## src/fc_pkg.sv

```systemverilog
// fc_pkg: shared widths, register indexes and types for the foreground centroid block
// used by the top level, the shared divider and the port checker
`timescale 1ns / 1ps
`default_nettype none

package fc_pkg;

    localparam int POS_W     = 9;
    localparam int SUM_W     = 27;
    localparam int CNT_W     = 19;
    localparam int DEPTH_W   = 8;
    localparam int CFG_DIM_W = 10;
    localparam int CFG_THR_W = 8;
    localparam int CFG_IDX_W = 2;

    localparam logic [CFG_IDX_W-1:0] REG_FRAME_WIDTH  = 2'd0;
    localparam logic [CFG_IDX_W-1:0] REG_FRAME_HEIGHT = 2'd1;
    localparam logic [CFG_IDX_W-1:0] REG_FG_THRESHOLD = 2'd2;

    localparam logic [CFG_DIM_W-1:0] RST_FRAME_WIDTH  = 10'd512;
    localparam logic [CFG_DIM_W-1:0] RST_FRAME_HEIGHT = 10'd424;
    localparam logic [CFG_THR_W-1:0] RST_FG_THRESHOLD = 8'd1;

    typedef struct packed {
        logic             done;
        logic [SUM_W-1:0] quo;
    } t_div_stat;

endpackage

`default_nettype wire

```

## src/fc_div.sv

```systemverilog
// fc_div: restoring divider, one quotient bit per cycle, shared for both centroid axes
// depends on fc_pkg for widths and the status struct
`timescale 1ns / 1ps
`default_nettype none

module fc_div import fc_pkg::*; (
    input  wire logic             i_clk,
    input  wire logic             i_rst_n,
    input  wire logic             i_start,
    input  wire logic [SUM_W-1:0] i_dividend,
    input  wire logic [CNT_W-1:0] i_divisor,
    output t_div_stat             o_stat
);

    localparam int IT_W = $clog2(SUM_W);
    localparam logic [IT_W-1:0] LAST_IT = IT_W'(SUM_W - 1);

    logic            r_busy;
    logic            r_done;
    logic [IT_W-1:0] r_cnt;
    logic [SUM_W-1:0] r_quo;
    logic [CNT_W-1:0] r_rem;
    logic [CNT_W-1:0] r_dvs;

    logic [CNT_W:0] rem_sh;
    logic [CNT_W:0] diff;
    logic           ge;

    always_comb begin
        rem_sh = {r_rem, r_quo[SUM_W-1]};
        ge     = rem_sh >= {1'b0, r_dvs};
        diff   = rem_sh - {1'b0, r_dvs};
    end

    always_ff @(posedge i_clk) begin
        if (!i_rst_n) begin
            r_busy <= 1'b0;
            r_done <= 1'b0;
            r_cnt  <= '0;
        end else begin
            r_done <= 1'b0;
            if (i_start) begin
                r_busy <= 1'b1;
                r_cnt  <= '0;
            end else if (r_busy) begin
                if (r_cnt == LAST_IT) begin
                    r_busy <= 1'b0;
                    r_done <= 1'b1;
                end else begin
                    r_cnt <= r_cnt + 1'b1;
                end
            end
        end
    end

    always_ff @(posedge i_clk) begin
        if (i_start) begin
            r_quo <= i_dividend;
            r_rem <= '0;
            r_dvs <= i_divisor;
        end else if (r_busy) begin
            r_rem <= ge ? diff[CNT_W-1:0] : rem_sh[CNT_W-1:0];
            r_quo <= {r_quo[SUM_W-2:0], ge};
        end
    end

    assign o_stat = {r_done, r_quo};

endmodule

`default_nettype wire

```

## src/foreground_centroid.sv

```systemverilog
// foreground_centroid: per-pixel foreground mask with frame-level first-moment centroid
// depends on fc_pkg and the shared divider fc_div
//
//  channel | direction | handshake                 | payload
//  in      | input     | i_in_valid / o_in_ready   | i_depth_value, i_frame_start
//  out     | output    | o_out_valid / i_out_ready | pixel position, mask, frame result
//  cfg     | input     | i_cfg_we                  | i_cfg_addr, i_cfg_wdata
//
// a pixel that does not end its frame goes straight to the output register
// the last pixel of a frame with foreground goes through the one shared 27-step divider, which
// runs for the column sum and then the row sum, and no item is accepted meanwhile
// the last pixel of a frame with no foreground skips the divider and goes to ST_FIN
// a waiting result in the output register blocks input only while it is not being taken
// reset is synchronous, active low, and restores the default frame size and threshold
`timescale 1ns / 1ps
`default_nettype none

module foreground_centroid import fc_pkg::*; #(
    parameter int MAX_WIDTH  = 512,
    parameter int MAX_HEIGHT = 512
) (
    input  wire logic                 i_clk,
    input  wire logic                 i_rst_n,
    input  wire logic                 i_cfg_we,
    input  wire logic [CFG_IDX_W-1:0] i_cfg_addr,
    input  wire logic [CFG_DIM_W-1:0] i_cfg_wdata,
    input  wire logic                 i_in_valid,
    output logic                      o_in_ready,
    input  wire logic [DEPTH_W-1:0]   i_depth_value,
    input  wire logic                 i_frame_start,
    output logic                      o_out_valid,
    input  wire logic                 i_out_ready,
    output logic [POS_W-1:0]          o_pixel_col,
    output logic [POS_W-1:0]          o_pixel_row,
    output logic                      o_is_foreground,
    output logic                      o_frame_done,
    output logic                      o_centroid_valid,
    output logic [POS_W-1:0]          o_centroid_col,
    output logic [POS_W-1:0]          o_centroid_row,
    output logic [CNT_W-1:0]          o_foreground_total
);

    localparam int CFG_MAX = (1 << CFG_DIM_W) - 1;
    localparam logic [CFG_DIM_W-1:0] W_LIM =
        CFG_DIM_W'((MAX_WIDTH > CFG_MAX) ? CFG_MAX : MAX_WIDTH);
    localparam logic [CFG_DIM_W-1:0] H_LIM =
        CFG_DIM_W'((MAX_HEIGHT > CFG_MAX) ? CFG_MAX : MAX_HEIGHT);

    typedef enum logic [3:0] {
        ST_IDLE    = 4'b0001,
        ST_DIV_COL = 4'b0010,
        ST_DIV_ROW = 4'b0100,
        ST_FIN     = 4'b1000
    } t_state;

    t_state r_state, n_state;

    logic [CFG_DIM_W-1:0] r_frame_w;
    logic [CFG_DIM_W-1:0] r_frame_h;
    logic [CFG_THR_W-1:0] r_thr;

    logic [POS_W-1:0] r_col_pos, n_col_pos;
    logic [POS_W-1:0] r_row_pos, n_row_pos;
    logic [SUM_W-1:0] r_col_sum, n_col_sum;
    logic [SUM_W-1:0] r_row_sum, n_row_sum;
    logic [CNT_W-1:0] r_fg_cnt,  n_fg_cnt;

    // final pixel result waiting for the divider
    logic [POS_W-1:0] r_pend_col;
    logic [POS_W-1:0] r_pend_row;
    logic             r_pend_fg;
    logic [CNT_W-1:0] r_pend_cnt;
    logic [SUM_W-1:0] r_pend_row_sum;
    logic [POS_W-1:0] r_cent_col;
    logic [POS_W-1:0] r_cent_row;

    logic             r_out_valid;
    logic [POS_W-1:0] r_out_col;
    logic [POS_W-1:0] r_out_row;
    logic             r_out_fg;
    logic             r_out_done;
    logic             r_out_cvalid;
    logic [POS_W-1:0] r_out_ccol;
    logic [POS_W-1:0] r_out_crow;
    logic [CNT_W-1:0] r_out_total;

    logic [CFG_DIM_W-1:0] w_eff, h_eff, w_m1, h_m1;
    logic [POS_W-1:0]     cp, rp;
    logic [SUM_W-1:0]     base_col_sum, base_row_sum;
    logic [CNT_W-1:0]     base_cnt;
    logic                 fg, last_row, last_col, done;
    logic                 accept, out_free;

    logic             div_start;
    logic [SUM_W-1:0] div_dividend;
    logic [CNT_W-1:0] div_divisor;
    t_div_stat        div_stat;

    always_comb begin
        w_eff = (r_frame_w == '0) ? CFG_DIM_W'(1) :
                ((r_frame_w > W_LIM) ? W_LIM : r_frame_w);
        h_eff = (r_frame_h == '0) ? CFG_DIM_W'(1) :
                ((r_frame_h > H_LIM) ? H_LIM : r_frame_h);
        w_m1  = w_eff - 1'b1;
        h_m1  = h_eff - 1'b1;
    end

    assign out_free   = !r_out_valid || i_out_ready;
    assign o_in_ready = (r_state == ST_IDLE) && out_free;
    assign accept     = i_in_valid && o_in_ready;

    // frame start clears position and sums before this pixel counts
    always_comb begin
        cp           = i_frame_start ? '0 : r_col_pos;
        rp           = i_frame_start ? '0 : r_row_pos;
        base_col_sum = i_frame_start ? '0 : r_col_sum;
        base_row_sum = i_frame_start ? '0 : r_row_sum;
        base_cnt     = i_frame_start ? '0 : r_fg_cnt;
        fg           = i_depth_value >= r_thr;
        n_col_sum    = base_col_sum + (fg ? SUM_W'(cp) : '0);
        n_row_sum    = base_row_sum + (fg ? SUM_W'(rp) : '0);
        n_fg_cnt     = base_cnt + CNT_W'(fg);
        last_row     = {1'b0, rp} >= h_m1;
        last_col     = {1'b0, cp} >= w_m1;
        done         = last_row && last_col;
        n_col_pos    = cp;
        n_row_pos    = rp + 1'b1;
        if (last_row) begin
            n_row_pos = '0;
            n_col_pos = cp + 1'b1;
        end
    end

    always_comb begin
        div_start    = 1'b0;
        div_dividend = r_pend_row_sum;
        div_divisor  = r_pend_cnt;
        if (r_state == ST_IDLE) begin
            div_dividend = n_col_sum;
            div_divisor  = n_fg_cnt;
            div_start    = accept && done && (n_fg_cnt != '0);
        end else if (r_state == ST_DIV_COL) begin
            div_start = div_stat.done;
        end
    end

    fc_div u_div (
        .i_clk      (i_clk),
        .i_rst_n    (i_rst_n),
        .i_start    (div_start),
        .i_dividend (div_dividend),
        .i_divisor  (div_divisor),
        .o_stat     (div_stat)
    );

    always_comb begin
        n_state = r_state;
        unique case (r_state)
            ST_IDLE: begin
                if (accept && done) begin
                    n_state = (n_fg_cnt != '0) ? ST_DIV_COL : ST_FIN;
                end
            end
            ST_DIV_COL: begin
                if (div_stat.done) begin
                    n_state = ST_DIV_ROW;
                end
            end
            ST_DIV_ROW: begin
                if (div_stat.done) begin
                    n_state = ST_FIN;
                end
            end
            ST_FIN: begin
                if (out_free) begin
                    n_state = ST_IDLE;
                end
            end
            default: n_state = ST_IDLE;
        endcase
    end

    always_ff @(posedge i_clk) begin
        if (!i_rst_n) begin
            r_state   <= ST_IDLE;
            r_frame_w <= RST_FRAME_WIDTH;
            r_frame_h <= RST_FRAME_HEIGHT;
            r_thr     <= RST_FG_THRESHOLD;
            r_col_pos <= '0;
            r_row_pos <= '0;
            r_col_sum <= '0;
            r_row_sum <= '0;
            r_fg_cnt  <= '0;
        end else begin
            r_state <= n_state;
            if (i_cfg_we) begin
                unique case (i_cfg_addr)
                    REG_FRAME_WIDTH:  r_frame_w <= i_cfg_wdata;
                    REG_FRAME_HEIGHT: r_frame_h <= i_cfg_wdata;
                    REG_FG_THRESHOLD: r_thr     <= i_cfg_wdata[CFG_THR_W-1:0];
                    default: ;
                endcase
            end
            if (accept) begin
                if (done) begin
                    r_col_pos <= '0;
                    r_row_pos <= '0;
                    r_col_sum <= '0;
                    r_row_sum <= '0;
                    r_fg_cnt  <= '0;
                end else begin
                    r_col_pos <= n_col_pos;
                    r_row_pos <= n_row_pos;
                    r_col_sum <= n_col_sum;
                    r_row_sum <= n_row_sum;
                    r_fg_cnt  <= n_fg_cnt;
                end
            end
        end
    end

    // pending frame result and centroid quotients
    always_ff @(posedge i_clk) begin
        if (accept && done) begin
            r_pend_col     <= cp;
            r_pend_row     <= rp;
            r_pend_fg      <= fg;
            r_pend_cnt     <= n_fg_cnt;
            r_pend_row_sum <= n_row_sum;
            r_cent_col     <= '0;
            r_cent_row     <= '0;
        end
        if (r_state == ST_DIV_COL && div_stat.done) begin
            r_cent_col <= div_stat.quo[POS_W-1:0];
        end
        if (r_state == ST_DIV_ROW && div_stat.done) begin
            r_cent_row <= div_stat.quo[POS_W-1:0];
        end
    end

    always_ff @(posedge i_clk) begin
        if (!i_rst_n) begin
            r_out_valid <= 1'b0;
        end else if (accept && !done) begin
            r_out_valid <= 1'b1;
        end else if (r_state == ST_FIN && out_free) begin
            r_out_valid <= 1'b1;
        end else if (i_out_ready) begin
            r_out_valid <= 1'b0;
        end
    end

    always_ff @(posedge i_clk) begin
        if (accept && !done) begin
            r_out_col    <= cp;
            r_out_row    <= rp;
            r_out_fg     <= fg;
            r_out_done   <= 1'b0;
            r_out_cvalid <= 1'b0;
            r_out_ccol   <= '0;
            r_out_crow   <= '0;
            r_out_total  <= '0;
        end else if (r_state == ST_FIN && out_free) begin
            r_out_col    <= r_pend_col;
            r_out_row    <= r_pend_row;
            r_out_fg     <= r_pend_fg;
            r_out_done   <= 1'b1;
            r_out_cvalid <= r_pend_cnt != '0;
            r_out_ccol   <= r_cent_col;
            r_out_crow   <= r_cent_row;
            r_out_total  <= r_pend_cnt;
        end
    end

    assign o_out_valid        = r_out_valid;
    assign o_pixel_col        = r_out_col;
    assign o_pixel_row        = r_out_row;
    assign o_is_foreground    = r_out_fg;
    assign o_frame_done       = r_out_done;
    assign o_centroid_valid   = r_out_cvalid;
    assign o_centroid_col     = r_out_ccol;
    assign o_centroid_row     = r_out_crow;
    assign o_foreground_total = r_out_total;

endmodule

`default_nettype wire

```

## config.mk

```make
export PLATFORM = sky130hd
export DESIGN_NAME = foreground_centroid
export DESIGN_NICKNAME = d
export VERILOG_FILES = /design/src/fc_pkg.sv /design/src/fc_div.sv /design/src/foreground_centroid.sv
export SDC_FILE = /design/constraint.sdc
export NUM_CORES = 1
export LEC_CHECK = 0
export ABC_AREA = 1
export CORE_MARGIN = 2
export CORE_UTILIZATION = 45
export CTS_BUF_LIST = sky130_fd_sc_hd__clkbuf_8
export DETAILED_ROUTE_END_ITERATION = 8
export DONT_BUFFER_PORTS = 1
export PLACE_DENSITY = 0.59
export SYNTH_ARGS = -nofsm -noshare
export SYNTH_HDL_FRONTEND = slang
export SYNTH_SLANG_ARGS = --single-unit
```

## constraint.sdc

```tcl
create_clock -name i_clk -period 8.9 [get_ports i_clk]
set_clock_uncertainty 0.05 [all_clocks]
set_input_delay 0.89 -clock i_clk [delete_from_list [all_inputs] [get_ports i_clk]]
set_output_delay 0.89 -clock i_clk [all_outputs]
set_load 0.03 [all_outputs]
```

==> impl_metrics.yaml <==
clock_tree:
  post-cts-setup-buffers: 0
  numCtsBuffers: 59
  clockRootBuffer: "clkbuf_8"
  clock_sinks: 337
  clk_latency_ps: 640
  cts_resized: 0
  cts_tree: "done"
  htreeDepth: 2
  clockBufferDepth: 3
  postCtsHoldBufs: 0
  clkTransAtPathRegs_ps: 60
route:
  drt_iter0_markers: 948
  vias: 15540
  totalWireLength_mm: 47.09
  via_per_inst: 5.205
  postRouteAntennaNets: 0
  dr.pass1.iters: 5
  avgRoutedWirePerCell_um: 15.77
  remaining_drc_errors: 0
setup_path:
  crit_path_end: "r_col_pos[4]"
  timing.rr.start: "r_frame_h[7]"
  start_kind: "register"
  cp-end-kind: "register"
  crit_start: "r_frame_h[7]"
  crit_arrival_ps: 5820
  ff2ff_setup_slack_ps: 3510
  required_ps: 9330
  worstSetupPathType: "reg -> reg"
  reg2reg_depth: 24
  r2r_end: "r_col_pos[4]"
  critPathMaxFanout: 78
min_path:
  worstHoldPathType: "in -> reg"
run_status:
  status: "completed"
die:
  die_h_um: 206.0
  die_x_um: 206.0
  boundaryPins: 86
  die_area_um2: 42420
  start_util_pct: 45.88
  rows: 73
  core_area_um2: 40010
finish:
  nets: 2511
  antenna_cells: 0
  fillers: 4052
  drive_gt1_share_pct: 6.217
  final_common_cell: "nand2_1"
  area_growth_pct: 8.753
  fin_cells: 2986
  final_cell_mix: "692 x nand2_1, 272 x inv_1, 268 x nor2_1, 195 x a21oi_1, 189 x dfxtp_1"
yosys:
  avgSynthCellArea_um2: 7.556
  synthFlopType: "dfxtp_1"
  ys_ff_latch: 337
  yosys_warnings: 0
  yosys-top-cells-area: "edfxtp_1 24%, dfxtp_1 21%, nand2_1 14%"
  syn_inst: 2429
  seq_area_frac_synth_pct: 44.83
  async_flop_share_pct: 0
  synth_largest_area_cell: "edfxtp_1"
  synthDistinctLibCells: 49
  synth_nets: 2529
  synth_top_area_share_pct: 24.21
  synth-edff-count: 148
  syn_area_um2: 18350
global_routing:
  grtUsageTotal_pct: 22.56
  grt_pass1_vias: 15020
  grt_pass1_wl_mm: 77.00
  overflow: 0
  grt_max_degree: 92
  antenna_found_initial: 0
timing:
  min_period_over_period_pct: 60.53
  max_slew_margin_pct: 27.83
  hold_viol_final: 0
  rsz0062_at_grt: "false"
  tns_ps: 0
  tightest_slew_ps: 1082
  report.final.slew_viol_count: 0
  timing.fmax_mhz: 185.6
  finalSetupViolCount: 0
  final.min_clock_period_ps: 5388
power_and_ir_drop:
  p_leak_nw: 8.242
  powerDensity_nw_per_um2: 194.4
  power_w: 0.003879
  peakVddDrop_mv: 0.1553
job:
  cap_viol_max_count: 0
placement:
  place_inst: 2875
  place.port_buffers: 0
  dp_hpwl_mm: 33.41
  gp_congestion: 0.8997
[power by group]
part           internal (W)  switching (W)
sequential          0.00170       0.000121
clock              0.000846       0.000645
combinational      0.000128       0.000442
[cells by family after synthesis]
| kind of cell | Yosys count | share of synthesized area [%] |
|---|---|---|
| AND/OR/NAND/NOR | 1200 | 26.91 |
| AO/OA/AOI/OAI | 380 | 11.45 |
| buffers and inverters | 358 | 7.833 |
| flip-flops | 337 | 44.83 |
| XOR/XNOR | 80 | 3.818 |
| adder cells (fa/ha/maj) | 74 | 5.167 |
[how the worst min path moves through the flow]
stage,startpoint,to,slack (ps),cells past startpoint
CTS,i_rst_n,r_frame_h[3],250,1
global placement,r_col_sum[0],r_col_sum[0],400,2
finish,i_rst_n,r_frame_h[3],310,1
global route,i_rst_n,r_frame_h[7],270,1
floorplan,r_thr[0],r_thr[0],380,2
detailed placement,r_thr[2],r_thr[2],400,2
[layout make-up]
type	instances	area [um2]	share of cell area, %
sequential	337	8228	41.22
inverter	262	984.7	4.933
timing repair buffer	17	127.6	0.6394
clock buffer	65	894.6	4.482
tap	525	656.9	3.291
multi-input combinational	1734	8720	43.68
clock inverter	46	349.1	1.749
[sequential cells by signal, summed over array words and instances (netlist names), 10 cells and up]
signal	cells
r_frame_h	10
r_pend_row_sum	27
u_div.r_rem	19
r_frame_w	10
r_fg_cnt	19
u_div.r_dvs	19
r_row_sum	27
r_pend_cnt	19
r_col_sum	27
o_foreground_total	19
u_div.r_quo	27
[synth_stat cells (3+ instances only)]
cell       number
a22oi_1         8
a21oi_1       195
nor2_2          9
nor3_1         28
inv_1         257
ha_1           71
inv_2           4
o21a_1          4
a21boi_0        3
buf_6           7
o22ai_1         5
nand2_2         6
a21o_1          3
clkbuf_1       65
o2111ai_1       3
a21oi_2        16
buf_1           5
o21bai_1        6
nor4_1         12
nand2_1       694
o211ai_1       12
fa_1            3
xnor2_1        24
dfxtp_1       189
edfxtp_1      148
o21ai_0       108
nand4_1        38
nor2_1        270
nand3b_1        6
nand3_1       124
xor2_1         56
buf_2          17
a31oi_1         9
nand3_2         4
[per-stage QoR]
stage                     hold slack (ps)  utilization (%)  worst slack, ps  area (um2)
after floorplan                     382.9                -             1806       18350
after global placement              401.8            46.78             3430       18720
after detailed placement            403.1            46.78             3214       18720
after CTS                           247.6            49.89             3451       19960
after global routing                268.7            49.89             2912       19960
final                               311.7            49.89             3512       19960
[routing by layer]
| metal | GRT usage (%) | share of wire [%] | vias up |
|---|---|---|---|
| met5 | 0 | 0 | - |
| met3 | 4.115 | 6.3 | 69 |
| li1 | - | - | 7916 |
| met2 | 35.15 | 43 | 406 |
| met1 | 31.65 | 48 | 7152 |
| met4 | 7.245 | 2.3 | 0 |
[critical path, stage by stage, from the launching register on]
cell and delay (ps):
dfxtp_1 340, nor2_1 90, nand2_1 50, nor2_1 90, nand2_1 70, nand2_1 190
o21ai_0 200, ha_1 250, nand2_1 100, inv_1 60, nand3_1 80, xor2_1 140
inv_1 60, ha_1 270, nand2_1 60, nor2_1 140, o211ai_1 110, nand3_1 420
nand2_1 370, nand2_1 140, buf_4 470, clkinv_2 550, buf_4 540, a22oi_1 270
nor2_1 60
No activity file was read; power rests on OpenSTA's default activity.
